===== src/rtl/psfp_pkg.sv =====
// shared constants and types of the particle sensor frame parser
`default_nettype none

package psfp_pkg;

	// frame layout
	localparam int FRAME_BYTES = 22;
	localparam int CNT_W       = 5;

	localparam logic [CNT_W-1:0] SUM_END_IDX   = CNT_W'(FRAME_BYTES - 2);
	localparam logic [CNT_W-1:0] LAST_IDX      = CNT_W'(FRAME_BYTES - 1);
	localparam logic [CNT_W-1:0] PM1_HI_IDX    = CNT_W'(2);
	localparam logic [CNT_W-1:0] PM1_LO_IDX    = CNT_W'(3);
	localparam logic [CNT_W-1:0] PM25_HI_IDX   = CNT_W'(4);
	localparam logic [CNT_W-1:0] PM25_LO_IDX   = CNT_W'(5);
	localparam logic [CNT_W-1:0] PM10_HI_IDX   = CNT_W'(6);
	localparam logic [CNT_W-1:0] PM10_LO_IDX   = CNT_W'(7);

	// header bytes and checksum seed (sum of both header bytes)
	localparam logic [7:0]  HDR_FIRST  = 8'h42;
	localparam logic [7:0]  HDR_SECOND = 8'h4D;
	localparam logic [15:0] SUM_SEED   = 16'h008F;

	// parser phase codes
	localparam logic [1:0] PH_HUNT   = 2'd0;
	localparam logic [1:0] PH_SECOND = 2'd1;
	localparam logic [1:0] PH_BODY   = 2'd2;

	// one decoded reading, handed from the parser to the output stage
	typedef struct packed {
		logic        valid;
		logic [15:0] pm1;
		logic [15:0] pm25;
		logic [15:0] pm10;
	} res_t;

endpackage

`default_nettype wire


===== src/rtl/psfp_parser.sv =====
// input register, frame state machine and checksum of the frame parser
`default_nettype none

module psfp_parser (
	input  wire logic          clk,
	input  wire logic          arst_n,
	input  wire logic          in_valid,
	output logic               in_ready,
	input  wire logic [7:0]    in_byte,
	input  wire logic          res_ready,
	output psfp_pkg::res_t     res
);

	logic                        valid_s1;
	logic [7:0]                  byte_s1;
	logic                        advance;

	logic [1:0]                  phase_q;
	logic [psfp_pkg::CNT_W-1:0]  count_q;
	logic [15:0]                 sum_q;
	logic [15:0]                 pm1_q;
	logic [15:0]                 pm25_q;
	logic [15:0]                 pm10_q;
	logic [7:0]                  sum_high_q;

	logic                        in_body;
	logic                        at_last;
	logic                        match;
	logic                        emit;

	// input stage moves on unless a finished reading finds the output side full
	assign emit     = valid_s1 && in_body && at_last && match;
	assign advance  = valid_s1 && (!emit || res_ready);
	assign in_ready = !valid_s1 || advance;

	always_ff @(posedge clk or negedge arst_n) begin
		if (!arst_n) begin
			valid_s1 <= 1'b0;
		end else if (in_ready) begin
			valid_s1 <= in_valid;
		end
	end

	always_ff @(posedge clk) begin
		if (in_ready && in_valid) begin
			byte_s1 <= in_byte;
		end
	end

	// end of frame check
	assign in_body = (phase_q == psfp_pkg::PH_BODY);
	assign at_last = (count_q >= psfp_pkg::LAST_IDX);
	assign match   = ({sum_high_q, byte_s1} == sum_q);

	// header hunt, body count and checksum
	always_ff @(posedge clk or negedge arst_n) begin
		if (!arst_n) begin
			phase_q <= psfp_pkg::PH_HUNT;
			count_q <= '0;
			sum_q   <= psfp_pkg::SUM_SEED;
		end else if (advance) begin
			case (phase_q)
				psfp_pkg::PH_HUNT: begin
					if (byte_s1 == psfp_pkg::HDR_FIRST) begin
						phase_q <= psfp_pkg::PH_SECOND;
					end
				end
				psfp_pkg::PH_SECOND: begin
					phase_q <= (byte_s1 == psfp_pkg::HDR_SECOND) ?
						psfp_pkg::PH_BODY : psfp_pkg::PH_HUNT;
				end
				psfp_pkg::PH_BODY: begin
					if (at_last) begin
						phase_q <= psfp_pkg::PH_HUNT;
						count_q <= '0;
						sum_q   <= psfp_pkg::SUM_SEED;
					end else begin
						count_q <= count_q + 1'b1;
						if (count_q < psfp_pkg::SUM_END_IDX) begin
							sum_q <= sum_q + {8'd0, byte_s1};
						end
					end
				end
				default: begin
					phase_q <= psfp_pkg::PH_HUNT;
				end
			endcase
		end
	end

	// capture of the concentration words and the check high byte
	always_ff @(posedge clk or negedge arst_n) begin
		if (!arst_n) begin
			pm1_q      <= '0;
			pm25_q     <= '0;
			pm10_q     <= '0;
			sum_high_q <= '0;
		end else if (advance && in_body) begin
			if (count_q == psfp_pkg::PM1_HI_IDX || count_q == psfp_pkg::PM1_LO_IDX) begin
				pm1_q <= {pm1_q[7:0], byte_s1};
			end
			if (count_q == psfp_pkg::PM25_HI_IDX || count_q == psfp_pkg::PM25_LO_IDX) begin
				pm25_q <= {pm25_q[7:0], byte_s1};
			end
			if (count_q == psfp_pkg::PM10_HI_IDX || count_q == psfp_pkg::PM10_LO_IDX) begin
				pm10_q <= {pm10_q[7:0], byte_s1};
			end
			if (count_q == psfp_pkg::SUM_END_IDX) begin
				sum_high_q <= byte_s1;
			end
		end
	end

	// result toward the output stage
	always_comb begin
		res.valid = emit;
		res.pm1   = pm1_q;
		res.pm25  = pm25_q;
		res.pm10  = pm10_q;
	end

	// a result only comes from the last body byte
	a_res_at_last: assert property (@(posedge clk) disable iff (!arst_n)
		res.valid |-> (phase_q == psfp_pkg::PH_BODY && count_q == psfp_pkg::LAST_IDX))
		else $error("result outside the last body byte");

	// frame end restarts count and sum
	a_frame_restart: assert property (@(posedge clk) disable iff (!arst_n)
		(advance && in_body && at_last) |=>
			(count_q == '0 && sum_q == psfp_pkg::SUM_SEED && phase_q == psfp_pkg::PH_HUNT))
		else $error("frame end did not restart the parser");

	// count stays at zero outside the body
	a_count_idle: assert property (@(posedge clk) disable iff (!arst_n)
		(phase_q != psfp_pkg::PH_BODY) |-> (count_q == '0))
		else $error("body count moved outside the body");

endmodule

`default_nettype wire


===== src/rtl/psfp_out_stage.sv =====
// output register of the frame parser, holds one reading until taken
`default_nettype none

module psfp_out_stage (
	input  wire logic           clk,
	input  wire logic           arst_n,
	input  wire psfp_pkg::res_t res,
	output logic                res_ready,
	output logic                out_valid,
	input  wire logic           out_ready,
	output logic [47:0]         out_data
);

	logic        valid_q;
	logic [47:0] data_q;

	// room when empty or when the held reading leaves this cycle
	assign res_ready = !valid_q || out_ready;

	always_ff @(posedge clk or negedge arst_n) begin
		if (!arst_n) begin
			valid_q <= 1'b0;
		end else if (res_ready) begin
			valid_q <= res.valid;
		end
	end

	// pack fields from the lowest bit up
	always_ff @(posedge clk) begin
		if (res_ready && res.valid) begin
			data_q <= {res.pm10, res.pm25, res.pm1};
		end
	end

	assign out_valid = valid_q;
	assign out_data  = data_q;

endmodule

`default_nettype wire


===== src/rtl/particle_sensor_frame_parser.sv =====
// top level of the particle sensor frame parser
`default_nettype none

// Takes one sensor link byte per transaction, hunts for the 0x42 0x4D header,
// collects the body and checks the 16-bit sum of the header and the bytes ahead
// of the check word against that big-endian check word in the last two body
// bytes. A good frame yields one transaction carrying the PM1.0, PM2.5 and
// PM10 words; a bad frame yields nothing. A byte is accepted every cycle
// unless a good frame ends while a reading is still held; the last byte passes
// the input register and the end of frame check, and the reading is then held
// in an output register. Input keeps flowing while a reading waits there; only
// the last byte of the next good frame stalls until the held reading is taken.

module particle_sensor_frame_parser (
	input  wire logic        clk,
	input  wire logic        arst_n,
	input  wire logic        s_tvalid,
	output logic             s_tready,
	input  wire logic [7:0]  s_tdata,   // [7:0] rx_byte
	output logic             m_tvalid,
	input  wire logic        m_tready,
	output logic [47:0]      m_tdata    // [15:0] pm1_value, [31:16] pm25_value, [47:32] pm10_value
);

	psfp_pkg::res_t res;
	logic           res_ready;

	psfp_parser u_parser (
		.clk       (clk),
		.arst_n    (arst_n),
		.in_valid  (s_tvalid),
		.in_ready  (s_tready),
		.in_byte   (s_tdata),
		.res_ready (res_ready),
		.res       (res)
	);

	psfp_out_stage u_out (
		.clk       (clk),
		.arst_n    (arst_n),
		.res       (res),
		.res_ready (res_ready),
		.out_valid (m_tvalid),
		.out_ready (m_tready),
		.out_data  (m_tdata)
	);

endmodule

`default_nettype wire

===== config.mk =====
export PLATFORM = sky130hd
export DESIGN_NAME = particle_sensor_frame_parser
export DESIGN_NICKNAME = d
export VERILOG_FILES = /design/src/rtl/psfp_pkg.sv /design/src/rtl/psfp_parser.sv /design/src/rtl/psfp_out_stage.sv /design/src/rtl/particle_sensor_frame_parser.sv
export SDC_FILE = /design/constraint.sdc
export NUM_CORES = 1
export LEC_CHECK = 0
export ABC_AREA = 0
export BUFFER_PORTS_ARGS = -buffer_cell sky130_fd_sc_hd__buf_2
export CAP_MARGIN = 10
export CORE_MARGIN = 2
export CORE_UTILIZATION = 35
export CTS_CLUSTER_SIZE = 28
export DETAILED_ROUTE_END_ITERATION = 8
export PLACE_DENSITY = 0.54
export SLEW_MARGIN = 0
export SYNTH_ARGS = -nofsm -noshare
export SYNTH_HDL_FRONTEND = slang
export SYNTH_SLANG_ARGS = --single-unit

===== constraint.sdc =====
create_clock -name clk -period 6.75 [get_ports clk]
set_clock_uncertainty 0.2 [all_clocks]
set_input_delay 0.675 -clock clk [delete_from_list [all_inputs] [get_ports clk]]
set_output_delay 0.675 -clock clk [all_outputs]
set_load 0.02 [all_outputs]

==> flow_metrics.py, run 1 <==
metrics = {
    "status": {
        "outcome": "finished clean",
    },
    "route": {
        "drtIter0Drc": 156,
        "detail_route.first_pass.iterations": 4,
        "postRouteWirelength_um": 11190,
        "route.antenna.remaining_nets": 0,
        "num_vias": 3252,
        "route.detailed.drc": 0,
        "via_per_inst": 4.854,
        "route.detailed.wl_per_inst_um": 16.71,
    },
    "power_and_ir_drop": {
        "power.ir.vdd_worst_mv": 0.1968,
        "power_density_nw_per_um2": 295.9,
        "leakagePower_uw": 0.002889,
        "totalPowerFinal_uw": 1992,
    },
    "layout": {
        "filler_cell_count": 1444,
        "layout.nets": 467,
        "most-common-layout-cells": "76 x sky130_fd_sc_hd__dfrtp_1, 60 x sky130_fd_sc_hd__buf_2, 56 x sky130_fd_sc_hd__edfxtp_1, 36 x sky130_fd_sc_hd__mux2_2, 21 x sky130_fd_sc_hd__o21ai_0",
        "seq_area_um2": 3715,
        "mostFrequentLayoutCell": "sky130_fd_sc_hd__dfrtp_1",
        "layout-drive-gt1-share": 0.3458,
        "antenna_cells_inserted": 0,
        "multi_input_area_um2": 1818,
        "synthToLayoutAreaGrowth_pct": 19.37,
    },
    "die": {
        "initial_utilization": 0.3564,
        "io_pins": 62,
        "die_area_um2": 17150,
        "die_h_um": 130.9,
        "die-width_um": 130.9,
        "row_count": 46,
        "core_um2": 15830,
    },
    "clock_tree": {
        "ctsRootBufferMaster": "sky130_fd_sc_hd__clkbuf_16",
        "clkTransAtPathRegs_ns": 0.06,
        "cts_hold_buffers": 0,
        "ctsLongestPathBuffers": 2,
        "cts-buffers-inserted": 17,
        "h-tree-depth": 4,
        "post-cts-setup-buffers": 0,
        "post_cts.resized_instances": 0,
        "clock-sinks": 137,
        "clk-insertion-delay-late_ns": 0.42,
        "tritoncts": "done",
    },
    "sta": {
        "unrepaired_setup_endpoints_after_global_routing": "no",
        "worst_slew_margin_relative_to_its_limit": 0.2862,
        "finalHoldViolCount": 0,
        "finalSetupViolCount": 0,
        "timing_worst_slew_pin_value_ns": 1.071,
        "finalCriticalPeriod_ns": 3.710,
        "final_period_utilization": 0.5496,
        "totalNegativeSetupSlack_ns": 0,
        "max_freq_mhz": 269.5,
        "maxSlewViolCount": 0,
    },
    "setup_path": {
        "critical_path.startpoint_type": "register",
        "worst-endpoint-required_ns": 5.88,
        "worstPathMaxFanout": 6,
        "classification_of_the_worst_setup_path": "register to output port",
        "worst_setup_path_end_kind": "output port",
        "arrival_ns": 2.83,
        "reg2reg_depth": 7,
    },
    "global_route": {
        "pin_count_of_the_biggest_net_entering_global_routing": 82,
        "gr-total-overflow": 0,
        "global_route.usage.total": 0.1408,
        "grt_pass1_wl_um": 17770,
        "grt_pass1_vias": 3194,
        "grt_antenna_before_repair": 0,
    },
    "logic_synthesis": {
        "synth_top_flop_cell": "sky130_fd_sc_hd__dfrtp_1",
        "synthesis.instances": 371,
        "synth_top_area_share": 0.3372,
        "synth_compound_area_frac": 0.08185,
        "synth_fp_nets": 396,
        "yosysWarnings": 0,
        "postSynthAreaPerCell_um2": 15.20,
        "synthDistinctLibCells": 61,
        "share_of_synthesized_registers_carrying_an_async_set_or_reset": 0.5912,
        "yosys-mux-area-fraction": 0.1211,
        "synth_area_um2": 5640,
        "synth_top_cell_by_area": "sky130_fd_sc_hd__dfrtp_1",
        "simple_gate_area_share_of_the_yosys_netlist": 0.06610,
        "synth_edf_count": 56,
        "synth_seq_area_share": 0.6586,
        "synthesized_area_fraction_occupied_by_xor_and_xnor_cells": 0.02174,
        "cells_taking_the_most_area_after_synthesis": "sky130_fd_sc_hd__dfrtp_1 34%, sky130_fd_sc_hd__edfxtp_1 30%, sky130_fd_sc_hd__mux2_2 7.2%",
        "combinational_family_with_the_most_area_after_synthesis": "multiplexers",
        "synth_seq_cells": 137,
        "synth-adder-area-share": 0.03017,
    },
    "place": {
        "placement.io_buffers": 61,
        "dpl.hpwl_um": 7715,
        "gp_congestion": 0.8716,
    },
    "flow_run": {
        "max_cap_violations": 0,
    },
    "hold_path": {
        "worst_hold_path_type": "input pin to async pin",
    },
}
-- cell families (layout without fill, tap and decap cells) --
group | after synthesis | count (layout)
XOR/XNOR | 14 | 14
AO/OA/AOI/OAI | 67 | 67
AND/OR/NAND/NOR | 65 | 65
flip-flops | 137 | 137
buffers and inverters | 18 | 101
multiplexers | 57 | 57
adder cells (fa/ha/maj) | 13 | 13
-- Yosys cell counts, types with 2 or more instances --
master and number:
sky130_fd_sc_hd__o21ai_0 21, sky130_fd_sc_hd__edfxtp_1 56, sky130_fd_sc_hd__buf_6 3, sky130_fd_sc_hd__xnor2_1 12
sky130_fd_sc_hd__mux2_4 11, sky130_fd_sc_hd__a21o_1 4, sky130_fd_sc_hd__dfstp_2 5, sky130_fd_sc_hd__and2_1 3
sky130_fd_sc_hd__ha_1 12, sky130_fd_sc_hd__nand2b_1 2, sky130_fd_sc_hd__nand2_1 15, sky130_fd_sc_hd__dfrtp_1 76
sky130_fd_sc_hd__mux2_2 36, sky130_fd_sc_hd__nor2_1 8, sky130_fd_sc_hd__xor2_1 2, sky130_fd_sc_hd__nor2b_1 2
sky130_fd_sc_hd__inv_1 8, sky130_fd_sc_hd__a21oi_1 9, sky130_fd_sc_hd__clkbuf_1 3, sky130_fd_sc_hd__nor3_1 2
sky130_fd_sc_hd__nor4_1 5, sky130_fd_sc_hd__o211ai_1 2, sky130_fd_sc_hd__o22a_1 4, sky130_fd_sc_hd__or4b_2 2
sky130_fd_sc_hd__buf_4 2, sky130_fd_sc_hd__mux2_1 10, sky130_fd_sc_hd__o31ai_1 2, sky130_fd_sc_hd__a31oi_1 3
sky130_fd_sc_hd__and3_1 3, sky130_fd_sc_hd__o21a_1 3, sky130_fd_sc_hd__o2bb2ai_1 3, sky130_fd_sc_hd__nand3_1 8
sky130_fd_sc_hd__nand4_1 3, sky130_fd_sc_hd__a41oi_1 4
-- flip-flops by register name, indices dropped and copies added (netlist names) --
name                 count
u_parser.valid_s1        1
u_parser.sum_q          16
u_parser.pm25_q         16
u_parser.sum_high_q      8
u_parser.count_q         5
u_out.out_data          48
u_out.out_valid          1
u_parser.byte_s1         8
u_parser.phase_q         2
u_parser.pm10_q         16
u_parser.pm1_q          16
-- report_power, final --
group	switching, uW	internal (uW)
Combinational	87.8	69.9
Clock	338	577
Sequential	26.7	892
Total	453	1540
-- worst paths after layout --
kind	slack, ns	start	endpoint
worst min register to register	0.24	u_parser.pm25_q[9]$_DFFE_PN0P_	u_out.out_data[25]$_DFFE_PP_
worst max register to register	3.17	u_parser.byte_s1[5]$_DFFE_PP_	u_parser.pm25_q[7]$_DFFE_PN0P_
max in group asynchronous	5.40	arst_n	u_parser.pm1_q[13]$_DFFE_PN0P_
min in group clk	0.24	s_tdata[2]	u_parser.byte_s1[2]$_DFFE_PP_
worst max-delay path	3.04	u_parser.byte_s1[5]$_DFFE_PP_	s_tready
worst min-delay path	0.24	arst_n	u_parser.sum_q[15]$_DFFE_PN0P_
-- worst max-delay path: stages, from the launching register on --
cell and delay, ns:
sky130_fd_sc_hd__edfxtp_1 0.53, sky130_fd_sc_hd__ha_1 0.42, sky130_fd_sc_hd__nor4_1 0.27, sky130_fd_sc_hd__nand4_1 0.14, sky130_fd_sc_hd__or4_4 0.48, sky130_fd_sc_hd__or3_4 0.41, sky130_fd_sc_hd__buf_2 0.18
-- stage by stage --
step | cell area [um2] | hold WS, ns | cells | setup slack [ns] | util
after floorplan | 5640 | 0.1794 | 371 | 2.002 | -
after global placement | 6148 | 0.2318 | 639 | 3.214 | 0.3885
after detailed placement | 6148 | 0.2297 | 639 | 3.138 | 0.3885
after CTS | 6733 | 0.2186 | 670 | 3.013 | 0.4254
after global routing | 6733 | 0.2232 | 670 | 2.881 | 0.4254
final | 6733 | 0.2362 | 670 | 3.040 | 0.4254
-- routing by layer --
metal | up-vias | track usage | routed length, um | part of all wire
met3 | 12 | 0.04112 | 521 | 0.047
met1 | 1605 | 0.1792 | 4992 | 0.45
li1 | 1541 | - | - | -
met5 | - | 0 | 0 | 0
met2 | 94 | 0.2301 | 5538 | 0.49
met4 | 0 | 0.05006 | 142 | 0.013
-- cell type report --
class | count | share of cell area
Inverter | 8 | 0.004460
Clock buffer | 19 | 0.06430
Clock inverter | 12 | 0.02249
Timing Repair Buffer | 62 | 0.04683
Tap cell | 216 | 0.04014
Sequential cell | 137 | 0.5518
Multi-Input combinational cell | 216 | 0.2700
Power figures use the tool's default switching activity.
==> run 2, diff against run 1 <==
- ABC_AREA: 0 -> 1
- PLACE_DENSITY: 0.54 -> 0.56
- clock period: 6.75 -> 3 ns (I/O delays scaled with it)
==> run 2 against run 1 <==
Net effect:
- combinational power rose to 6.2 times the previous value
- worst setup slack worse by 2.8 ns
- synthesized cell count up 73%
- routed wire length up 24%
- critical path type unchanged
- via count up 40%
- largest power group unchanged
- highest routed layer unchanged
- non-clock buffer count up 29
- area after synthesis up 5.9%
==> flow_metrics.py, run 2 <==
metrics = {
    "layout": {
        "antenna_cells_inserted": 0,
        "most-common-layout-cells": "291 x sky130_fd_sc_hd__nand2_1, 76 x sky130_fd_sc_hd__dfrtp_1, 60 x sky130_fd_sc_hd__buf_2, 56 x sky130_fd_sc_hd__edfxtp_1, 50 x sky130_fd_sc_hd__inv_1",
        "mostFrequentLayoutCell": "sky130_fd_sc_hd__nand2_1",
        "synthToLayoutAreaGrowth_pct": 23.28,
        "layout.nets": 764,
        "flip_flop_count_of_the_largest_register_after_layout": 48,
        "multi_input_area_um2": 1988,
        "seq_area_um2": 3715,
        "layout-drive-gt1-share": 0.1702,
        "filler_cell_count": 1594,
    },
    "logic_synthesis": {
        "synth_area_um2": 5972,
        "synthesis.instances": 642,
        "postSynthAreaPerCell_um2": 9.302,
        "cells_taking_the_most_area_after_synthesis": "sky130_fd_sc_hd__dfrtp_1 32%, sky130_fd_sc_hd__edfxtp_1 28%, sky130_fd_sc_hd__nand2_1 18%",
        "share_of_synthesized_registers_carrying_an_async_set_or_reset": 0.5912,
        "synthDistinctLibCells": 28,
        "synth_top_cell_by_area": "sky130_fd_sc_hd__dfrtp_1",
        "synth_fp_nets": 667,
        "yosysWarnings": 0,
        "synth.top_cells.by_count": "291 x sky130_fd_sc_hd__nand2_1, 76 x sky130_fd_sc_hd__dfrtp_1, 56 x sky130_fd_sc_hd__edfxtp_1, 50 x sky130_fd_sc_hd__inv_1, 42 x sky130_fd_sc_hd__nor2_1",
        "yosysMostFrequentCell": "sky130_fd_sc_hd__nand2_1",
        "synth_seq_cells": 137,
        "synth_top_area_share": 0.3185,
        "synth_edf_count": 56,
        "synth_seq_area_share": 0.6220,
        "synth_top_flop_cell": "sky130_fd_sc_hd__dfrtp_1",
    },
    "setup_path": {
        "cp_peak_stage_delay_ns": 0.48,
        "reg2reg_depth": 11,
        "worstPathMaxFanout": 6,
        "critical_path.reg2reg.endpoint": "u_parser.pm25_q[5]$_DFFE_PN0P_",
        "worst_setup_path_end_kind": "output port",
        "critical_path.startpoint_type": "register",
        "cell_repeated_most_along_the_worst_path": "sky130_fd_sc_hd__nand2_1",
        "arrival_ns": 2.24,
        "classification_of_the_worst_setup_path": "register to output port",
        "worst_case_register_to_register_setup_slack_ns": 0.32,
        "timing.critical_path.cells": "ha_1 > inv_1 > nand2_1 > nor2_1 > nand2_1 > nor3_1 > nand4_1 > buf_2",
        "critPathSlowestCell": "sky130_fd_sc_hd__edfxtp_1",
        "r2r_start": "u_parser.byte_s1[5]$_DFFE_PP_",
        "worst-endpoint-required_ns": 2.50,
    },
    "die": {
        "io_pins": 62,
        "die-width_um": 134.6,
        "die_h_um": 134.6,
        "core_um2": 16640,
        "die_area_um2": 18120,
        "row_count": 47,
        "initial_utilization": 0.3588,
    },
    "global_route": {
        "grt_use_met1": 0.2228,
        "grt_pass1_vias": 4330,
        "grt_antenna_before_repair": 0,
        "pin_count_of_the_biggest_net_entering_global_routing": 50,
        "global_route.usage.total": 0.1618,
        "gr-total-overflow": 0,
        "grt_util_met3": 0.03529,
        "grt_pass1_wl_um": 22430,
        "grt_use_met2": 0.2547,
        "top_usage_layer": "met2",
    },
    "clock_tree": {
        "clk-insertion-delay-late_ns": 0.43,
        "clkTransAtPathRegs_ns": 0.06,
        "cts-buffers-inserted": 17,
        "ctsLongestPathBuffers": 2,
        "tritoncts": "done",
        "ctsRootBufferMaster": "sky130_fd_sc_hd__clkbuf_16",
        "h-tree-depth": 4,
        "clock-sinks": 137,
        "post-cts-setup-buffers": 0,
    },
    "route": {
        "route.detailed.drc": 0,
        "drtIter0Drc": 289,
        "detail_route.first_pass.iterations": 7,
        "route.detailed.wl_per_inst_um": 14.24,
        "route.antenna.remaining_nets": 0,
        "via_per_inst": 4.677,
        "postRouteWirelength_um": 13850,
        "num_vias": 4546,
    },
    "sta": {
        "max_freq_mhz": 364.6,
        "finalSetupViolCount": 0,
        "finalHoldViolCount": 0,
        "finalCriticalPeriod_ns": 2.743,
        "final_period_utilization": 0.9142,
        "unrepaired_setup_endpoints_after_global_routing": "no",
        "timing_worst_slew_pin_value_ns": 0.6596,
        "maxSlewViolCount": 0,
        "worst_slew_margin_relative_to_its_limit": 0.5602,
        "totalNegativeSetupSlack_ns": 0,
    },
    "place": {
        "dpl.hpwl_um": 9871,
        "gp_congestion": 0.9457,
        "placement.io_buffers": 61,
    },
    "flow_run": {
        "max_cap_violations": 0,
    },
    "power_and_ir_drop": {
        "totalPowerFinal_uw": 5375,
        "leakagePower_uw": 0.003619,
        "power.ir.vdd_worst_mv": 0.4262,
        "power_density_nw_per_um2": 730.1,
    },
    "hold_path": {
        "worst_hold_path_type": "input pin to async pin",
    },
    "status": {
        "outcome": "finished clean",
    },
}
-- run 2: kinds of logic after synthesis --
family                     synth area share
and+or+nand+nor                      0.2615
DFF                                  0.6220
buffers and inverters               0.04714
AOI/OAI and AO/OA                   0.03059
adders and majority gates           0.02849
xor gates and xnor gates            0.01027
-- run 2: per-layer routing --
layer / share of wire / routed length [um]
met5: 0 / 0
met3: 0.047 / 654
met1: 0.47 / 6521
met4: 0.013 / 175
met2: 0.47 / 6494
-- run 2: cell type report --
type / count / area share
inverters: 53 / 0.02702
multi-input cells: 439 / 0.2701
clock inverters: 13 / 0.02294
repair buffers: 91 / 0.07784
flip-flops and latches: 137 / 0.5046
clock buffers: 19 / 0.06016
well taps: 220 / 0.03739
-- run 2: worst max path at each step --
stage | startpoint | end | slack [ns]
after floorplan | u_parser.byte_s1[5]$_DFFE_PP_ | u_out.out_data[0]$_DFFE_PP_ | 0.20
after global placement | u_parser.byte_s1[5]$_DFFE_PP_ | u_parser.pm10_q[0]$_DFFE_PN0P_ | 0.40
after detailed placement | u_parser.byte_s1[5]$_DFFE_PP_ | u_parser.pm10_q[10]$_DFFE_PN0P_ | 0.28
after CTS | u_parser.byte_s1[5]$_DFFE_PP_ | s_tready | 0.22
after global routing | u_parser.byte_s1[5]$_DFFE_PP_ | s_tready | 0.06
final | u_parser.byte_s1[5]$_DFFE_PP_ | s_tready | 0.26
-- run 2: stage by stage --
step                      cell area [um2]  instances    util  setup WS [ns]  hold slack, ns
after global routing                 7362        972  0.4424        0.06060          0.2564
after CTS                            7357        972  0.4421         0.2213          0.2466
final                                7362        972  0.4424         0.2575          0.2325
after floorplan                      5979        642       -         0.2042         -0.1956
after global placement               6635        929  0.3987         0.4027          0.1645
after detailed placement             6635        929  0.3987         0.2770          0.1721
-- run 2: worst max-delay path, delay by kind of cell (launching register included) --
family,cells,cell delay [ns]
simple gates,5,0.67
flops,1,0.48
fa+ha+maj,1,0.40
buf+inv,2,0.28
-- run 2: report_power, final --
| part | switching [uW] | internal (uW) |
|---|---|---|
| registers | 130 | 2120 |
| logic | 618 | 356 |
| clock network | 816 | 1340 |
| total | 1560 | 3810 |
-- run 2: repair_timing --
item / CTS / global route
resized for setup: 0 / 1
hold buffers: 11 / 0
endpoints found under the setup margin: 0 / 4
hold endpoints to repair: 54 / 0
